File: src/rtl/cpsc_pkg.sv
`timescale 1ns / 1ps
`default_nettype none
// ----------------------------------------------------------------------------
// cpsc_pkg
// Shared types, codes and helpers of the carriage position seek controller.
// ----------------------------------------------------------------------------
package cpsc_pkg;

    localparam int DATA_W      = 32;
    localparam int THR_W       = 16;
    localparam int CMD_W       = 3;
    localparam int MODE_W      = 4;
    localparam int DUTY_W      = 8;
    localparam int CFG_IDX_W   = 3;
    localparam int QUEUE_DEPTH = 2;

    // command codes as they arrive on the cmd field
    typedef enum logic [CMD_W-1:0] {
        OP_READY    = 3'd0,
        OP_SCAN     = 3'd1,
        OP_EJECT    = 3'd2,
        OP_TRANSFER = 3'd3,
        OP_HALT     = 3'd4,
        OP_INIT     = 3'd5,
        OP_TICK     = 3'd6,
        OP_REACHED  = 3'd7
    } op_t;

    typedef enum logic [1:0] {
        DRV_OFF = 2'd0,
        DRV_FWD = 2'd1,
        DRV_REV = 2'd2
    } drive_t;

    localparam logic [DUTY_W-1:0] DUTY_OFF = 8'h00;
    localparam logic [DUTY_W-1:0] DUTY_FWD = 8'hAA;
    localparam logic [DUTY_W-1:0] DUTY_REV = 8'h99;

    // external mode codes
    localparam logic [MODE_W-1:0] MODE_INIT          = 4'd0;
    localparam logic [MODE_W-1:0] MODE_SEEK_READY    = 4'd1;
    localparam logic [MODE_W-1:0] MODE_AT_READY      = 4'd2;
    localparam logic [MODE_W-1:0] MODE_SEEK_SCAN     = 4'd3;
    localparam logic [MODE_W-1:0] MODE_AT_SCAN       = 4'd4;
    localparam logic [MODE_W-1:0] MODE_SEEK_EJECT    = 4'd5;
    localparam logic [MODE_W-1:0] MODE_AT_EJECT      = 4'd6;
    localparam logic [MODE_W-1:0] MODE_SEEK_TRANSFER = 4'd7;
    localparam logic [MODE_W-1:0] MODE_AT_TRANSFER   = 4'd8;
    localparam logic [MODE_W-1:0] MODE_STALLED       = 4'd9;
    localparam logic [MODE_W-1:0] MODE_UNDEFINED     = 4'd10;

    // internal one-hot mode state
    typedef enum logic [10:0] {
        ST_INIT          = 11'b000_0000_0001,
        ST_SEEK_READY    = 11'b000_0000_0010,
        ST_AT_READY      = 11'b000_0000_0100,
        ST_SEEK_SCAN     = 11'b000_0000_1000,
        ST_AT_SCAN       = 11'b000_0001_0000,
        ST_SEEK_EJECT    = 11'b000_0010_0000,
        ST_AT_EJECT      = 11'b000_0100_0000,
        ST_SEEK_TRANSFER = 11'b000_1000_0000,
        ST_AT_TRANSFER   = 11'b001_0000_0000,
        ST_STALLED       = 11'b010_0000_0000,
        ST_UNDEFINED     = 11'b100_0000_0000
    } mode_t;

    // configuration register indexes
    localparam logic [CFG_IDX_W-1:0] CFG_READY_TARGET    = 3'd0;
    localparam logic [CFG_IDX_W-1:0] CFG_SCAN_TARGET     = 3'd1;
    localparam logic [CFG_IDX_W-1:0] CFG_EJECT_TARGET    = 3'd2;
    localparam logic [CFG_IDX_W-1:0] CFG_TRANSFER_TARGET = 3'd3;
    localparam logic [CFG_IDX_W-1:0] CFG_HOME_TARGET     = 3'd4;
    localparam logic [CFG_IDX_W-1:0] CFG_BACKLASH        = 3'd5;
    localparam logic [CFG_IDX_W-1:0] CFG_STALL_THRESHOLD = 3'd6;

    typedef struct packed {
        logic [DATA_W-1:0] ready_target;
        logic [DATA_W-1:0] scan_target;
        logic [DATA_W-1:0] eject_target;
        logic [DATA_W-1:0] transfer_target;
        logic [DATA_W-1:0] home_target;
        logic [THR_W-1:0]  backlash_offset;
        logic [THR_W-1:0]  stall_threshold;
    } cfg_t;

    // classified beat handed from front to back
    typedef struct packed {
        op_t               op;
        logic [DATA_W-1:0] pos;
        logic              seek_rev;
        logic [DATA_W-1:0] seek_cmp;
    } entry_t;

    typedef struct packed {
        logic [MODE_W-1:0] mode;
        drive_t            drive;
        logic [DUTY_W-1:0] duty;
        logic [DATA_W-1:0] compare_position;
        logic              compare_less_equal;
        logic              lamp_on;
        logic              stall_flag;
        logic              clear_position;
    } result_t;

    function automatic logic [MODE_W-1:0] mode_code(input mode_t m);
        logic [MODE_W-1:0] c;
        case (m)
            ST_INIT:          c = MODE_INIT;
            ST_SEEK_READY:    c = MODE_SEEK_READY;
            ST_AT_READY:      c = MODE_AT_READY;
            ST_SEEK_SCAN:     c = MODE_SEEK_SCAN;
            ST_AT_SCAN:       c = MODE_AT_SCAN;
            ST_SEEK_EJECT:    c = MODE_SEEK_EJECT;
            ST_AT_EJECT:      c = MODE_AT_EJECT;
            ST_SEEK_TRANSFER: c = MODE_SEEK_TRANSFER;
            ST_AT_TRANSFER:   c = MODE_AT_TRANSFER;
            ST_STALLED:       c = MODE_STALLED;
            default:          c = MODE_UNDEFINED;
        endcase
        return c;
    endfunction

    function automatic logic [DUTY_W-1:0] duty_of(input drive_t d);
        logic [DUTY_W-1:0] v;
        case (d)
            DRV_FWD: v = DUTY_FWD;
            DRV_REV: v = DUTY_REV;
            default: v = DUTY_OFF;
        endcase
        return v;
    endfunction

endpackage
`default_nettype wire

File: src/rtl/cpsc_front.sv
`timescale 1ns / 1ps
`default_nettype none
// ----------------------------------------------------------------------------
// cpsc_front
// Accepts command beats, picks the station target and works out direction
// and armed compare value ahead of the state update.
// ----------------------------------------------------------------------------
module cpsc_front (
    input  wire logic                          in_valid,
    output logic                               in_ready,
    input  wire logic [cpsc_pkg::CMD_W-1:0]    cmd,
    input  wire logic [cpsc_pkg::DATA_W-1:0]   encoder_position,
    input  wire cpsc_pkg::cfg_t                cfg,
    input  wire logic                          q_full,
    output logic                               q_push,
    output cpsc_pkg::entry_t                   q_data
);

    cpsc_pkg::op_t                 op;
    logic [cpsc_pkg::DATA_W-1:0]   target;
    logic [cpsc_pkg::DATA_W-1:0]   ref_pos;
    logic [cpsc_pkg::DATA_W-1:0]   bl_ext;
    logic                          rev;

    assign op       = cpsc_pkg::op_t'(cmd);
    assign in_ready = !q_full;
    assign q_push   = in_valid && !q_full;

    // a tick only ever seeks eject, and then from the freshly zeroed counter
    always_comb
    begin
        ref_pos = encoder_position;
        case (op)
            cpsc_pkg::OP_READY:    target = cfg.ready_target;
            cpsc_pkg::OP_SCAN:     target = cfg.scan_target;
            cpsc_pkg::OP_TRANSFER: target = cfg.transfer_target;
            cpsc_pkg::OP_INIT:     target = cfg.home_target;
            cpsc_pkg::OP_TICK:
            begin
                target  = cfg.eject_target;
                ref_pos = '0;
            end
            default:               target = cfg.eject_target;
        endcase
    end

    assign bl_ext = {{(cpsc_pkg::DATA_W-cpsc_pkg::THR_W){1'b0}}, cfg.backlash_offset};
    assign rev    = $signed(target) < $signed(ref_pos);

    assign q_data.op       = op;
    assign q_data.pos      = encoder_position;
    assign q_data.seek_rev = rev;
    assign q_data.seek_cmp = rev ? (target + bl_ext) : (target - bl_ext);

endmodule
`default_nettype wire

File: src/rtl/cpsc_queue.sv
`timescale 1ns / 1ps
`default_nettype none
// ----------------------------------------------------------------------------
// cpsc_queue
// Short register FIFO between the front and back halves.
// ----------------------------------------------------------------------------
module cpsc_queue #(
    parameter int DEPTH = cpsc_pkg::QUEUE_DEPTH
) (
    input  wire logic             clk,
    input  wire logic             rst_n,
    input  wire logic             push,
    input  wire cpsc_pkg::entry_t push_data,
    output logic                  full,
    input  wire logic             pop,
    output logic                  valid,
    output cpsc_pkg::entry_t      pop_data
);

    localparam int PTR_W = (DEPTH > 1) ? $clog2(DEPTH) : 1;
    localparam int CNT_W = $clog2(DEPTH + 1);
    localparam logic [PTR_W-1:0] LAST_PTR = PTR_W'(DEPTH - 1);
    localparam logic [CNT_W-1:0] FULL_CNT = CNT_W'(DEPTH);

    cpsc_pkg::entry_t  mem [DEPTH];
    logic [PTR_W-1:0]  wr_ptr_reg, wr_ptr_next;
    logic [PTR_W-1:0]  rd_ptr_reg, rd_ptr_next;
    logic [CNT_W-1:0]  count_reg,  count_next;

    assign full     = (count_reg == FULL_CNT);
    assign valid    = (count_reg != '0);
    assign pop_data = mem[rd_ptr_reg];

    always_comb
    begin
        wr_ptr_next = wr_ptr_reg;
        rd_ptr_next = rd_ptr_reg;
        count_next  = count_reg;
        if (push)
        begin
            wr_ptr_next = (wr_ptr_reg == LAST_PTR) ? '0 : wr_ptr_reg + 1'b1;
        end
        if (pop)
        begin
            rd_ptr_next = (rd_ptr_reg == LAST_PTR) ? '0 : rd_ptr_reg + 1'b1;
        end
        if (push && !pop)
        begin
            count_next = count_reg + 1'b1;
        end
        else if (pop && !push)
        begin
            count_next = count_reg - 1'b1;
        end
    end

    always_ff @(posedge clk or negedge rst_n)
    begin
        if (!rst_n)
        begin
            wr_ptr_reg <= '0;
            rd_ptr_reg <= '0;
            count_reg  <= '0;
        end
        else
        begin
            wr_ptr_reg <= wr_ptr_next;
            rd_ptr_reg <= rd_ptr_next;
            count_reg  <= count_next;
        end
    end

    always_ff @(posedge clk)
    begin
        if (push)
        begin
            mem[wr_ptr_reg] <= push_data;
        end
    end

endmodule
`default_nettype wire

File: src/rtl/cpsc_back.sv
`timescale 1ns / 1ps
`default_nettype none
// ----------------------------------------------------------------------------
// cpsc_back
// Mode state machine, drive, compare, lamp and stall tracking. The state
// registers double as the result register.
// ----------------------------------------------------------------------------
module cpsc_back (
    input  wire logic                         clk,
    input  wire logic                         rst_n,
    input  wire logic                         q_valid,
    input  wire cpsc_pkg::entry_t             q_data,
    output logic                              q_pop,
    input  wire logic [cpsc_pkg::THR_W-1:0]   stall_threshold,
    output logic                              out_valid,
    input  wire logic                         out_ready,
    output cpsc_pkg::result_t                 res
);

    localparam int DIST_W = cpsc_pkg::DATA_W + 2;

    cpsc_pkg::mode_t              mode_reg,     mode_next;
    cpsc_pkg::drive_t             drive_reg,    drive_next;
    logic [cpsc_pkg::DATA_W-1:0]  cmp_reg,      cmp_next;
    logic                         dir_reg,      dir_next;
    logic                         lamp_reg,     lamp_next;
    logic                         stall_reg,    stall_next;
    logic                         was_mov_reg,  was_mov_next;
    logic [cpsc_pkg::DATA_W-1:0]  last_pos_reg, last_pos_next;
    logic                         clear_reg,    clear_next;
    logic                         out_valid_reg;

    logic                         pop;
    logic                         moving;
    logic                         do_seek;
    logic [DIST_W-1:0]            delta;
    logic [DIST_W-1:0]            thr_ext;
    logic                         small_move;

    assign pop   = q_valid && (!out_valid_reg || out_ready);
    assign q_pop = pop;

    assign moving = (mode_reg == cpsc_pkg::ST_SEEK_READY)
                 || (mode_reg == cpsc_pkg::ST_SEEK_SCAN)
                 || (mode_reg == cpsc_pkg::ST_SEEK_EJECT)
                 || (mode_reg == cpsc_pkg::ST_SEEK_TRANSFER)
                 || (mode_reg == cpsc_pkg::ST_INIT);

    // exact signed movement since the previous tick, checked against +/- thr
    assign delta      = {{2{q_data.pos[cpsc_pkg::DATA_W-1]}}, q_data.pos}
                      - {{2{last_pos_reg[cpsc_pkg::DATA_W-1]}}, last_pos_reg};
    assign thr_ext    = {{(DIST_W-cpsc_pkg::THR_W){1'b0}}, stall_threshold};
    assign small_move = ($signed(delta) <= $signed(thr_ext))
                     && ($signed(delta) >= -$signed(thr_ext));

    always_comb
    begin
        mode_next     = mode_reg;
        drive_next    = drive_reg;
        cmp_next      = cmp_reg;
        dir_next      = dir_reg;
        lamp_next     = lamp_reg;
        stall_next    = stall_reg;
        was_mov_next  = was_mov_reg;
        last_pos_next = last_pos_reg;
        clear_next    = 1'b0;
        do_seek       = 1'b0;
        case (q_data.op)
            cpsc_pkg::OP_READY:
            begin
                mode_next = cpsc_pkg::ST_SEEK_READY;
                lamp_next = 1'b0;
                do_seek   = 1'b1;
            end
            cpsc_pkg::OP_SCAN:
            begin
                mode_next = cpsc_pkg::ST_SEEK_SCAN;
                do_seek   = 1'b1;
            end
            cpsc_pkg::OP_EJECT:
            begin
                mode_next = cpsc_pkg::ST_SEEK_EJECT;
                lamp_next = 1'b0;
                do_seek   = 1'b1;
            end
            cpsc_pkg::OP_TRANSFER:
            begin
                mode_next = cpsc_pkg::ST_SEEK_TRANSFER;
                lamp_next = 1'b0;
                do_seek   = 1'b1;
            end
            cpsc_pkg::OP_HALT:
            begin
                drive_next = cpsc_pkg::DRV_OFF;
                lamp_next  = 1'b0;
            end
            cpsc_pkg::OP_INIT:
            begin
                mode_next = cpsc_pkg::ST_INIT;
                lamp_next = 1'b0;
                do_seek   = 1'b1;
            end
            cpsc_pkg::OP_TICK:
            begin
                if (moving && was_mov_reg)
                begin
                    if (small_move)
                    begin
                        stall_next = 1'b1;
                        drive_next = cpsc_pkg::DRV_OFF;
                        if (mode_reg == cpsc_pkg::ST_INIT)
                        begin
                            // homed against the stop: zero counter, go to eject
                            clear_next = 1'b1;
                            mode_next  = cpsc_pkg::ST_SEEK_EJECT;
                            do_seek    = 1'b1;
                        end
                        else
                        begin
                            mode_next = cpsc_pkg::ST_STALLED;
                        end
                    end
                    else
                    begin
                        stall_next = 1'b0;
                    end
                end
                last_pos_next = q_data.pos;
                was_mov_next  = moving;
            end
            cpsc_pkg::OP_REACHED:
            begin
                case (mode_reg)
                    cpsc_pkg::ST_SEEK_READY:    mode_next = cpsc_pkg::ST_AT_READY;
                    cpsc_pkg::ST_SEEK_EJECT:    mode_next = cpsc_pkg::ST_AT_EJECT;
                    cpsc_pkg::ST_SEEK_TRANSFER: mode_next = cpsc_pkg::ST_AT_TRANSFER;
                    cpsc_pkg::ST_SEEK_SCAN:
                    begin
                        mode_next = cpsc_pkg::ST_AT_SCAN;
                        lamp_next = 1'b1;
                    end
                    cpsc_pkg::ST_INIT:          mode_next = mode_reg;
                    cpsc_pkg::ST_STALLED:       drive_next = cpsc_pkg::DRV_OFF;
                    default:                    mode_next = cpsc_pkg::ST_UNDEFINED;
                endcase
            end
            default:
            begin
                mode_next = mode_reg;
            end
        endcase
        if (do_seek)
        begin
            drive_next = q_data.seek_rev ? cpsc_pkg::DRV_REV : cpsc_pkg::DRV_FWD;
            cmp_next   = q_data.seek_cmp;
            dir_next   = q_data.seek_rev;
            stall_next = 1'b0;
        end
    end

    always_ff @(posedge clk or negedge rst_n)
    begin
        if (!rst_n)
        begin
            mode_reg      <= cpsc_pkg::ST_INIT;
            drive_reg     <= cpsc_pkg::DRV_OFF;
            cmp_reg       <= '0;
            dir_reg       <= 1'b0;
            lamp_reg      <= 1'b0;
            stall_reg     <= 1'b0;
            was_mov_reg   <= 1'b0;
            last_pos_reg  <= '0;
            clear_reg     <= 1'b0;
            out_valid_reg <= 1'b0;
        end
        else
        begin
            if (pop)
            begin
                mode_reg     <= mode_next;
                drive_reg    <= drive_next;
                cmp_reg      <= cmp_next;
                dir_reg      <= dir_next;
                lamp_reg     <= lamp_next;
                stall_reg    <= stall_next;
                was_mov_reg  <= was_mov_next;
                last_pos_reg <= last_pos_next;
                clear_reg    <= clear_next;
            end
            if (pop)
            begin
                out_valid_reg <= 1'b1;
            end
            else if (out_ready)
            begin
                out_valid_reg <= 1'b0;
            end
        end
    end

    assign out_valid              = out_valid_reg;
    assign res.mode               = cpsc_pkg::mode_code(mode_reg);
    assign res.drive              = drive_reg;
    assign res.duty               = cpsc_pkg::duty_of(drive_reg);
    assign res.compare_position   = cmp_reg;
    assign res.compare_less_equal = dir_reg;
    assign res.lamp_on            = lamp_reg;
    assign res.stall_flag         = stall_reg;
    assign res.clear_position     = clear_reg;

    // halt always leaves the motor braked and the lamp off
    a_halt_brakes: assert property (@(posedge clk) disable iff (!rst_n)
        pop && (q_data.op == cpsc_pkg::OP_HALT)
        |=> (drive_reg == cpsc_pkg::DRV_OFF) && !lamp_reg)
        else $error("halt did not brake");

    // a homing strobe comes only with the follow-up eject seek
    a_home_seek: assert property (@(posedge clk) disable iff (!rst_n)
        out_valid_reg && clear_reg
        |-> (mode_reg == cpsc_pkg::ST_SEEK_EJECT) && !stall_reg
            && (drive_reg != cpsc_pkg::DRV_OFF))
        else $error("home strobe without eject seek");

    // every move drives the motor and clears the stall flag
    a_move_drives: assert property (@(posedge clk) disable iff (!rst_n)
        pop && ((q_data.op == cpsc_pkg::OP_READY) || (q_data.op == cpsc_pkg::OP_SCAN)
            || (q_data.op == cpsc_pkg::OP_EJECT) || (q_data.op == cpsc_pkg::OP_TRANSFER)
            || (q_data.op == cpsc_pkg::OP_INIT))
        |=> !stall_reg && (drive_reg != cpsc_pkg::DRV_OFF)
            && (dir_reg == (drive_reg == cpsc_pkg::DRV_REV)))
        else $error("move did not arm drive");

endmodule
`default_nettype wire

File: src/rtl/carriage_position_seek_controller_core.sv
`timescale 1ns / 1ps
`default_nettype none
// ----------------------------------------------------------------------------
// carriage_position_seek_controller_core
// Positioning controller for a motor-driven carriage: seek, stall and home.
// ----------------------------------------------------------------------------
// Takes one command beat per clock while in_ready is high and returns
// exactly one result beat per command, in order. A beat is classified in
// the front half (station target select, forward/reverse decision, compare
// value with backlash) in the cycle it is accepted and is registered in a
// short FIFO; the back half then pops it and applies it to the mode state
// registers, and a steady stream runs at one beat per cycle while out_ready
// stays high. The back state
// registers are the result register: they only update when the result slot
// is free or being taken, so a stalled output backs up into the FIFO and
// in_ready drops only when the FIFO is full. Configuration writes take effect
// on the next edge and must only be issued while no command is in flight.
// After reset the block reports the initializing mode with the motor braked.
// ----------------------------------------------------------------------------
module carriage_position_seek_controller_core #(
    parameter int QUEUE_DEPTH = cpsc_pkg::QUEUE_DEPTH
) (
    input  wire logic                              clk,
    input  wire logic                              rst_n,
    // configuration write port
    input  wire logic                              cfg_write,
    input  wire logic [cpsc_pkg::CFG_IDX_W-1:0]    cfg_index,
    input  wire logic [cpsc_pkg::DATA_W-1:0]       cfg_data,
    // command channel
    input  wire logic                              in_valid,
    output logic                                   in_ready,
    input  wire logic [cpsc_pkg::CMD_W-1:0]        cmd,
    input  wire logic [cpsc_pkg::DATA_W-1:0]       encoder_position,
    // result channel
    output logic                                   out_valid,
    input  wire logic                              out_ready,
    output logic [cpsc_pkg::MODE_W-1:0]            mode,
    output logic [1:0]                             drive,
    output logic [cpsc_pkg::DUTY_W-1:0]            duty,
    output logic [cpsc_pkg::DATA_W-1:0]            compare_position,
    output logic                                   compare_less_equal,
    output logic                                   lamp_on,
    output logic                                   stall_flag,
    output logic                                   clear_position
);

    cpsc_pkg::cfg_t     cfg_reg;
    cpsc_pkg::entry_t   push_data;
    cpsc_pkg::entry_t   pop_data;
    cpsc_pkg::result_t  res;
    logic               q_full;
    logic               q_push;
    logic               q_valid;
    logic               q_pop;

    // register file; unknown indexes are dropped
    always_ff @(posedge clk or negedge rst_n)
    begin
        if (!rst_n)
        begin
            cfg_reg <= '0;
        end
        else if (cfg_write)
        begin
            case (cfg_index)
                cpsc_pkg::CFG_READY_TARGET:    cfg_reg.ready_target    <= cfg_data;
                cpsc_pkg::CFG_SCAN_TARGET:     cfg_reg.scan_target     <= cfg_data;
                cpsc_pkg::CFG_EJECT_TARGET:    cfg_reg.eject_target    <= cfg_data;
                cpsc_pkg::CFG_TRANSFER_TARGET: cfg_reg.transfer_target <= cfg_data;
                cpsc_pkg::CFG_HOME_TARGET:     cfg_reg.home_target     <= cfg_data;
                cpsc_pkg::CFG_BACKLASH:
                    cfg_reg.backlash_offset <= cfg_data[cpsc_pkg::THR_W-1:0];
                cpsc_pkg::CFG_STALL_THRESHOLD:
                    cfg_reg.stall_threshold <= cfg_data[cpsc_pkg::THR_W-1:0];
                default:
                begin
                    cfg_reg <= cfg_reg;
                end
            endcase
        end
    end

    // front half: accept and classify
    cpsc_front u_front (
        .in_valid         (in_valid),
        .in_ready         (in_ready),
        .cmd              (cmd),
        .encoder_position (encoder_position),
        .cfg              (cfg_reg),
        .q_full           (q_full),
        .q_push           (q_push),
        .q_data           (push_data)
    );

    // decoupling FIFO
    cpsc_queue #(
        .DEPTH (QUEUE_DEPTH)
    ) u_queue (
        .clk       (clk),
        .rst_n     (rst_n),
        .push      (q_push),
        .push_data (push_data),
        .full      (q_full),
        .pop       (q_pop),
        .valid     (q_valid),
        .pop_data  (pop_data)
    );

    // back half: state update and result
    cpsc_back u_back (
        .clk             (clk),
        .rst_n           (rst_n),
        .q_valid         (q_valid),
        .q_data          (pop_data),
        .q_pop           (q_pop),
        .stall_threshold (cfg_reg.stall_threshold),
        .out_valid       (out_valid),
        .out_ready       (out_ready),
        .res             (res)
    );

    assign mode               = res.mode;
    assign drive              = res.drive;
    assign duty               = res.duty;
    assign compare_position   = res.compare_position;
    assign compare_less_equal = res.compare_less_equal;
    assign lamp_on            = res.lamp_on;
    assign stall_flag         = res.stall_flag;
    assign clear_position     = res.clear_position;

endmodule
`default_nettype wire
File: config.mk
export PLATFORM = sky130hd
export DESIGN_NAME = carriage_position_seek_controller_core
export DESIGN_NICKNAME = d
export VERILOG_FILES = /design/src/rtl/cpsc_pkg.sv /design/src/rtl/cpsc_front.sv /design/src/rtl/cpsc_queue.sv /design/src/rtl/cpsc_back.sv /design/src/rtl/carriage_position_seek_controller_core.sv
export SDC_FILE = /design/constraint.sdc
export NUM_CORES = 1
export LEC_CHECK = 0
export BUFFER_PORTS_ARGS = -buffer_cell sky130_fd_sc_hd__clkbuf_2
export CORE_AREA = 2 2 255 182
export DETAILED_ROUTE_END_ITERATION = 10
export DIE_AREA = 0 0 257 184
export PLACE_DENSITY = 0.68
export SLEW_MARGIN = 20
export SYNTH_ARGS = -nofsm -noshare
export SYNTH_HDL_FRONTEND = slang
export SYNTH_SLANG_ARGS = --single-unit
File: constraint.sdc
create_clock -name clk -period 11.1 [get_ports clk]
set_input_delay 1.665 -clock clk [delete_from_list [all_inputs] [get_ports clk]]
set_output_delay 1.665 -clock clk [all_outputs]
set_load 0.1 [all_outputs]
==> impl_metrics.csv, run 1 <==
group,metric,value,unit
synthesis,synth_top_area_share,30.2,%
route,wl_per_cell,21.3,um
status,status,"complete, no violations",
pwr,p_sw,3850,uW
sta,finClkSkew,24.8,ps
synthesis,synth_cell_types,71,
worst_setup_path,crit_fanout,31,
cells_and_area,largest_register_ffs,192,
global_routing,grt_pass1_wl,91300,um
clock_network,cts_setup_buffers,0,
route,finalWirelength,58400,um
synthesis,ys_async_sr_fraction,67.2,%
pwr,total_power,8610,uW
global_routing,first_global_vias,15700,
placement,place_ws,2340,ps
placement,portBuffers,124,
route,drt_first_pass_iters,5,
pwr,power.share.clock,17.3,%
die,dieArea,0.0473,mm^2
synthesis,yosysSeqAreaShare,48.1,%
sta,rsz0062_at_grt,"false",
sta,min_period,8400,ps
pwr,ir_drop,188,uV
placement,dpl.hpwl,42700,um
cells_and_area,layout-drive-gt1-share,26.5,%
die,pin_count,127,
worst_setup_path,max_stage_delay,670,ps
die,die_x,257,um
synthesis,syn_inst,2003,
pwr,combPwrFrac,54.5,%
synthesis,synth.avg_cell_area,11.5,um^2
route,drc,0,
worst_setup_path,worst_path_max_delay_cell,"a21oi_2",
route,vias_per_cell,5.87,
die,rows,65,
worst_setup_path,crit_type,"input pin to register",
clock_network,cts_max_path_buffers,3,
synthesis,synth_warnings,0,
die,coreArea,0.0446,mm^2
sta,fmax,119,MHz
clock_network,cts_sinks,415,
clock_network,cts-resized-gates,0,
pwr,cellPowerDensity,335,mW/mm^2
placement,dp_cells,2668,
clock_network,numCtsBuffers,42,
worst_setup_path,worstPathRequired,11410,ps
global_routing,grt_util_all_layers,24.8,%
synthesis,synthTopCellsByArea,"dfrtp_1 (30%), edfxtp_1 (18%), mux2_2 (14%)",
worst_setup_path,cpMostUsedCell,"a21o_1",
global_routing,antenna_found_initial,3,
route,drtIter0Drc,1390,
clock_network,cts_tree,"built",
synthesis,synth_area_leader_cell,"dfrtp_1",
synthesis,synthFlopType,"dfrtp_1",
synthesis,synth_edf_count,136,
worst_setup_path,end_kind,"register",
cells_and_area,utilization,57.6,%
pwr,p_sw_share,44.7,%
pwr,total_leakage_power,0.0113,uW
pwr,intPower,4770,uW
synthesis,syn_area,0.0230,mm^2
worst_setup_path,critPathTopFamily,"compound AO/OA/AOI/OAI gates",
worst_setup_path,critPathLaunchType,"input pin",
synthesis,ys_seq_elements,415,
placement,gp_congestion,0.908,
sta,hold_violations,0,
sta,fin_ws,2700,ps
sta,fin_tns_setup,0,ps
worst_hold_path,hold_class,"register to register",
clock_network,clk_pin_slew,60,ps
sta,drv_slew,0,
route,route.vias.total,16100,
sta,max_slew_margin,26.3,%
die,die_y,184,um
cells_and_area,nFillCells,3700,
pwr,p_seq_share,28.2,%
worst_setup_path,path_buf_inv,2,
run,maxCapViolations,0,
global_routing,grt_max_degree,143,
sta,worstMarginPinSlew,1100,ps
sta,setup_violations,0,
cells_and_area,fin_nets,2338,
cells_and_area,area_growth_syn_to_layout,11.6,%
clock_network,hold_buffers,0,
global_routing,overflow,0,
cells_and_area,stdcell_count,2745,
worst_setup_path,arrival,8710,ps
sta,timing.final.crit_share,75.6,%
clock_network,cts-root-buf,"clkbuf_16",
clock_network,htree_levels,2,
route,ant_nets,0,
clock_network,clk_latency,570,ps
die,initial_core_util,51.6,%
## synth_stat cells, types with 6 or more instances
cell type / number
o21ai_0: 51
nand4_1: 24
nor3_1: 42
a31oi_1: 16
nand2b_1: 15
a211oi_1: 9
nor4_1: 8
nand3_1: 20
or2_2: 6
buf_4: 7
clkbuf_1: 62
o211ai_1: 10
nor3b_1: 8
ha_1: 151
a21o_1: 45
edfxtp_1: 136
xnor2_1: 54
and2_1: 12
nand2_1: 107
buf_1: 9
o21a_1: 12
and3_1: 12
dfrtp_1: 278
nor2_1: 176
mux2i_1: 41
o21bai_1: 7
a21oi_1: 123
nor2b_1: 13
inv_1: 82
xor2_1: 30
mux2_4: 31
o22ai_1: 32
mux2_2: 296
## worst min-delay path, cell delays in order, from the launching register on
cell,delay (ps)
dfrtp_1,340
nand2b_1,70
nand2_1,60
## cells in the final DEF, fill, tap and decap left out, types with 5 or more instances in the layout
cell type    n
nand2b_1    15
xnor2_1     54
and3_1      11
mux2_2     296
mux2_4      31
nand3_1     20
o22ai_1     32
inv_1       82
buf_4       23
a211oi_1     8
edfxtp_1   136
nor4_1       8
mux2i_1     41
clkbuf_16   44
xor2_1      30
a21oi_1    122
ha_1       151
clkbuf_2   123
dfrtp_1    277
clkbuf_1     7
a31oi_1     16
nor2_1     174
a21o_1      45
o21ai_0     51
nor2b_1     13
nor3b_1      6
o21bai_1     7
nor3_1      40
nand2_1    107
o21a_1      11
clkbuf_8     5
o211ai_1    10
or2_2        6
nand4_1     24
and2_1      12
## power groups by stage
stage | clock network [uW] | registers, uW | logic (uW)
finish | 1490 | 2430 | 4700
global route | 1580 | 2490 | 5100
CTS | 1510 | 2430 | 4660
detailed placement | 0 | 2460 | 4630
global placement | 0 | 2430 | 4530
floorplan | 0 | 2870 | 3170
## through the flow
| stage | hold slack [ps] | area [um^2] |
|---|---|---|
| floorplan | 454 | 23000 |
| global placement | 472 | 24200 |
| detailed placement | 493 | 24200 |
| CTS | 508 | 25700 |
| global route | 516 | 25700 |
| finish | 504 | 25700 |
## logic make-up after synthesis
family	Yosys count	synth area share, %
and+or+nand+nor	460	9.29
DFF	415	48.1
muxes	368	18.3
AOI/OAI and AO/OA	354	9.63
buffers and inverters	168	3.15
adders and majority gates	153	8.38
xor gates and xnor gates	84	3.19
other	1	0.0163
## area by class of cell
| cell class | count | area (um^2) | area share [%] |
|---|---|---|---|
| multi-input combinational | 1421 | 11300 | 43.9 |
| sequential | 415 | 11100 | 43.1 |
| clock buffer | 56 | 1200 | 4.65 |
| timing repair buffer | 148 | 831 | 3.23 |
| tap | 603 | 754 | 2.93 |
| inverter | 82 | 308 | 1.20 |
| clock inverter | 19 | 258 | 1.00 |
| antenna | 1 | 2.50 | 0.00973 |
## worst paths after layout
check	from	cells past startpoint	slack, ps	end
worst max-delay path	cmd[0]	29	2700	u_queue.mem[0][24]
worst min-delay path	u_back.out_valid	2	500	u_back.out_valid
worst max register to register	u_queue.rd_ptr_reg	24	3860	u_back.cmp_reg[5]
worst min register to register	u_back.out_valid	2	500	u_back.out_valid
max in group asynchronous	rst_n	3	8310	cfg_reg[110]
min in group asynchronous	rst_n	1	980	cfg_reg[154]
## per-layer routing
metal	track usage [%]	wire length, um
met1	37.1	28600
met2	37.6	25200
met3	4.41	3470
met4	5.19	1090
met5	0	26
No activity file was read; power rests on OpenSTA's default activity.
==> inputs of run 2 (changes only) <==
- PLACE_DENSITY: 0.68 -> 0.71
- clock period: 11.1 -> 6.8 ns (I/O delays scaled with it)
==> run 2 against run 1 <==
  * Clock-buffer cell count increased by 4
  * Combinational power is 67% higher
  * Hold slack worse by 12 ps
  * Worst setup slack lost 2400 ps
  * Cell count is 2.6% higher
  * Die area stayed put
  * Sequential cell count unchanged
  * Routed wire length increased by 0.73%
  * Core utilization grew 1.2 points
  * Clock power up 60%
==> impl_metrics.csv, run 2 (synthesis gave the netlist of run 1 again) <==
group,metric,value,unit
route,drtIter0Drc,1244,
placement,place_ws,-261,ps
cells_and_area,area_growth_syn_to_layout,13.9,%
cells_and_area,fin_nets,2408,
pwr,combPwrFrac,55.2,%
status,status,"complete, no violations",
cells_and_area,utilization,58.7,%
clock_network,cts_tree,"built",
cells_and_area,nFillCells,3650,
die,dieArea,0.0473,mm^2
worst_setup_path,end_kind,"register",
clock_network,clk_pin_slew,70,ps
placement,placed_area,0.0248,mm^2
sta,timing.final.crit_share,95.0,%
worst_hold_path,min_from,"u_back.clear_reg",
global_routing,grt_pass1_wl,92600,um
pwr,p_sw_share,44.0,%
run,maxCapViolations,0,
route,drt_first_pass_iters,5,
die,coreArea,0.0446,mm^2
global_routing,overflow,0,
die,initial_core_util,51.6,%
cells_and_area,layout-drive-gt1-share,29.1,%
worst_hold_path,hold_path_depth,1,
clock_network,hold_buffers,0,
clock_network,clk_latency,560,ps
sta,max_slew_margin,29.2,%
cells_and_area,largest_register_ffs,192,
clock_network,htree_levels,2,
route,wl_per_cell,20.9,um
global_routing,grt_util_all_layers,25.0,%
cells_and_area,stdcell_count,2816,
pwr,intPower,7990,uW
worst_setup_path,crit_type,"register to register",
worst_setup_path,arrival,6890,ps
pwr,power.share.clock,16.7,%
worst_setup_path,critPathLaunchType,"register",
pwr,cellPowerDensity,543,mW/mm^2
die,die_x,257,um
die,rows,65,
global_routing,first_global_vias,16200,
clock_network,numCtsBuffers,42,
cells_and_area,multi_input_area,0.0113,mm^2
sta,drv_slew,0,
placement,dpl.hpwl,43200,um
route,ant_nets,0,
worst_setup_path,ff2ff_setup_slack,340,ps
cells_and_area,num_antenna_cells,0,
pwr,total_leakage_power,0.0116,uW
die,pin_count,127,
sta,hold_violations,0,
route,route.vias.total,16300,
pwr,ir_drop,374,uV
worst_setup_path,worst_r2r_endpoint,"u_back.cmp_reg[18]",
placement,gp_congestion,0.909,
sta,rsz0062_at_grt,"false",
cells_and_area,mostFrequentLayoutCells,"mux2_2 (296), dfrtp_1 (277), nor2_1 (174)",
placement,dp_cells,2738,
die,die_y,184,um
worst_setup_path,reg2regPathDepth,22,
cells_and_area,final_common_cell,"mux2_2",
sta,finClkSkew,21.5,ps
route,finalWirelength,58800,um
sta,setup_violations,0,
pwr,p_seq_share,28.1,%
sta,finalHoldWorstSlack,492,ps
sta,fin_ws,342,ps
clock_network,cts-root-buf,"clkbuf_16",
clock_network,cts_max_path_buffers,3,
sta,min_period,6460,ps
clock_network,cts_sinks,415,
sta,worstMarginPinSlew,1060,ps
cells_and_area,final_area,0.0262,mm^2
worst_hold_path,hold_class,"register to register",
global_routing,antenna_found_initial,0,
global_routing,grt_max_degree,172,
worst_setup_path,r2r_start,"u_queue.rd_ptr_reg",
cells_and_area,regArea,0.0111,mm^2
worst_setup_path,worstPathRequired,7230,ps
route,drc,0,
sta,fmax,155,MHz
pwr,p_sw,6260,uW
worst_hold_path,whs_endpoint,"u_back.clear_reg",
placement,portBuffers,124,
worst_setup_path,crit_fanout,27,
route,vias_per_cell,5.80,
==> run 2: changes by cell type in the layout (fill, tap and decap cells not counted), sizes merged <==
| cell | before | now |
|---|---|---|
| buf | 25 | 95 |
| clkinv | 11 | 9 |
| clkinvlp | 1 | 2 |
| inv | 85 | 84 |
| clkbuf | 179 | 183 |
| diode | 1 | 0 |
==> run 2: final cells by class <==
class / count / area share [%]
well taps: 603 / 2.88
multi-input cells: 1421 / 43.1
clock inverters: 17 / 0.778
repair buffers: 218 / 5.24
flip-flops and latches: 415 / 42.2
inverters: 82 / 1.17
clock buffers: 60 / 4.62
==> run 2: metal layers <==
metal	vias to the layer above	share of wire, %	track usage, %
li1	7634	-	-
met5	-	0	0
met1	8130	48	36.5
met3	82	5.6	4.08
met4	0	1.9	5.67
met2	475	45	39.2
==> run 2: how the worst max path moves through the flow <==
stage                        from            endpoint  slack, ps  cells past startpoint
3_3_place_gp               cmd[0]  u_queue.mem[0][30]       -170                     27
4_1_cts                    cmd[0]  u_queue.mem[0][30]        290                     27
3_5_place_dp               cmd[0]  u_queue.mem[1][22]       -260                     28
2_1_floorplan              cmd[1]  u_queue.mem[0][30]         10                     31
6_report       u_queue.rd_ptr_reg  u_back.cmp_reg[18]        340                     22
5_1_grt                    cmd[0]  u_queue.mem[0][22]          1                     31
==> run 2: critical path, stage by stage (launching register included) <==
cell       delay [ps]
dfrtp_4           620
mux2i_1           360
inv_1             110
ha_1              300
nor2b_1           140
o31a_1            280
o21ai_1           230
o21a_1            330
o21ai_0           160
xor2_1            260
ha_1              300
a21o_1            180
a21oi_1           140
o21ai_0           120
a21oi_1           220
a21oi_1           150
or3_1             330
a211o_1           310
nand4bb_1         230
or4_4             550
o21a_2            370
buf_12            240
mux2_4            320
==> run 2: power groups by stage <==
stage          sequential, uW  combinational [uW]  clock, uW
2_1_floorplan            4690                5180          0
3_3_place_gp             4000                7570          0
3_5_place_dp             4040                7740          0
4_1_cts                  4010                7810       2430
5_1_grt                  4100                8570       2530
6_report                 4010                7860       2380
==> run 2: timing repair <==
item / 4_1_cts / 5_1_grt
setup endpoints to repair: 0 / 43
resized for setup: 0 / 5
setup buffers: 0 / 1
hold endpoints to repair: 0 / 0
==> run 2: per-stage QoR <==
step                      setup TNS [ps]  total power (uW)
after CTS                              0             14200
after detailed placement           -3580             11800
after floorplan                        0              9870
after global placement             -1420             11600
final                                  0             14300
after global routing                   0             15200
==> inputs of run 3 (changes only) <==
- PLACE_DENSITY: 0.71 -> 0.68
- clock period: 6.8 -> 6.6 ns (I/O delays scaled with it)
==> run 3 against run 2 <==
  * Clock skew increased by 1.2 ps
  * Register-to-register slack about the same
  * Via count shrank 0.20%
  * Power increased by 3.2%
  * First-iteration DRC count decreased by 11%
  * Combinational power grew 4.2%
  * Critical path type is now input pin to register
==> impl_metrics.csv, run 3 (synthesis gave the netlist of run 1 again) <==
group,metric,value,unit
status,status,"complete, no violations",
route,drc,0,
sta,min_period,6330,ps
global_routing,first_global_vias,16200,
clock_network,cts-root-buf,"clkbuf_16",
cells_and_area,final_common_cell,"mux2_2",
die,die_y,184,um
sta,max_slew_margin,30.6,%
sta,setup_violations,0,
clock_network,htree_levels,2,
global_routing,antenna_found_initial,1,
clock_network,cts_tree,"built",
cells_and_area,fin_nets,2437,
die,pin_count,127,
sta,timing.final.crit_share,95.9,%
sta,fmax,158,MHz
route,route.vias.total,16300,
worst_setup_path,worstPathRequired,6880,ps
worst_hold_path,hold_class,"input pin to async pin",
clock_network,numCtsBuffers,42,
worst_setup_path,end_kind,"register",
pwr,cellPowerDensity,556,mW/mm^2
worst_setup_path,cp-startpoint,"cmd[0]",
clock_network,clk_latency,560,ps
die,initial_core_util,51.6,%
global_routing,overflow,0,
worst_setup_path,critPathLaunchType,"input pin",
sta,hold_violations,0,
placement,dpl.hpwl,42700,um
sta,fin_ws,272,ps
pwr,ir_drop,266,uV
placement,place_ws,-330,ps
cells_and_area,largest_register_ffs,192,
run,maxCapViolations,0,
cells_and_area,layout-drive-gt1-share,29.9,%
cells_and_area,area_growth_syn_to_layout,15.0,%
route,drt_first_pass_iters,5,
cells_and_area,mostFrequentLayoutCells,"mux2_2 (296), dfrtp_1 (277), nor2_1 (174)",
route,wl_per_cell,20.5,um
worst_setup_path,reg2regPathDepth,22,
worst_setup_path,crit_type,"input pin to register",
sta,rsz0062_at_grt,"false",
die,die_x,257,um
worst_setup_path,worst_r2r_endpoint,"u_back.cmp_reg[13]",
worst_setup_path,ff2ff_setup_slack,350,ps
sta,drv_slew,0,
worst_setup_path,crit_fanout,9,
route,ant_nets,0,
cells_and_area,stdcell_count,2845,
clock_network,cts_sinks,415,
route,finalWirelength,58400,um
route,vias_per_cell,5.73,
placement,dp_cells,2759,
sta,finClkSkew,22.7,ps
die,rows,65,
placement,gp_congestion,0.936,
clock_network,cts_max_path_buffers,3,
global_routing,grt_util_all_layers,24.7,%
route,drtIter0Drc,1111,
worst_setup_path,arrival,6600,ps
global_routing,grt_max_degree,157,
global_routing,grt_pass1_wl,91400,um
placement,portBuffers,124,
worst_setup_path,r2r_start,"u_queue.rd_ptr_reg",
pwr,total_leakage_power,0.0117,uW
sta,worstMarginPinSlew,1040,ps
cells_and_area,nFillCells,3682,
pwr,total_power,14700,uW
die,coreArea,0.0446,mm^2
clock_network,clk_pin_slew,60,ps
die,dieArea,0.0473,mm^2
run 3: changes by cell type in the layout (fill, tap and decap cells not counted), sizes merged:
| cell | delta |
|---|---|
| clkbuf | -2 |
| clkinv | +1 |
| buf | +30 |
| bufinv | -1 |
| diode | +1 |
run 3: power by group:
group / internal (uW) / total [uW] / switching [uW] / leakage [uW]
logic: 3180 / 8190 / 5010 / 0.00644
clock network: 1380 / 2400 / 1020 / 0.000666
registers: 3680 / 4120 / 437 / 0.00462
run 3: area by class of cell:
class                   instances  area, um^2  share of cell area (%)
multi-input cells            1421       11300                    42.8
flip-flops and latches        415       11100                    41.8
repair buffers                247        1650                    6.24
clock buffers                  59        1200                    4.52
well taps                     603         754                    2.85
inverters                      82         308                    1.16
clock inverters                17         168                   0.633
diodes                          1        2.50                 0.00945
run 3: per-stage QoR:
stage               setup TNS [ps]  area [um^2]  hold slack [ps]  utilization (%)
CTS                              0        26400              504             59.0
floorplan                        0        23100              454                -
detailed placement           -5100        25000              489             56.0
global placement             -2190        25000              470             56.0
global route                     0        26500              372             59.3
finish                           0        26500              355             59.3
run 3: how the worst max path moves through the flow:
stage / end / slack (ps) / depth (start not counted)
after CTS: u_queue.mem[1][31] / 220 / 28
after global placement: u_queue.mem[0][22] / -160 / 29
after global routing: u_queue.mem[0][22] / 20 / 30
after detailed placement: u_queue.mem[1][31] / -330 / 28
after floorplan: u_queue.mem[0][30] / 10 / 30
final: u_queue.mem[1][31] / 270 / 27
run 3: critical path, cell delays in order:
cell,delay [ps]
buf_2,220
nand2_1,100
or2_2,330
buf_12,150
buf_4,160
o22ai_1,200
nor2_1,90
ha_1,320
a21o_1,160
a21o_1,160
a221o_1,330
a31oi_1,190
nand3_1,190
a211oi_4,340
mux2_2,390
ha_1,270
a21o_1,190
a21oi_1,210
o21bai_1,90
a21oi_1,220
o21ai_1,180
a21oi_2,210
o2111ai_1,220
a21oi_1,240
o21ai_0,130
a21oi_1,200
xor2_1,110
run 3: what timing repair did:
item	in CTS	in global routing
endpoints found under the setup margin	0	44
setup buffers	0	8
resized for setup	0	9
endpoints found under the hold margin	0	0
hold buffers	0	0
run 3: metal layers:
layer	GRT usage (%)	part of all wire (%)
met2	37.6	44
met3	4.12	5.5
met5	1.34	0.15
met1	36.5	48
met4	6.12	2.1
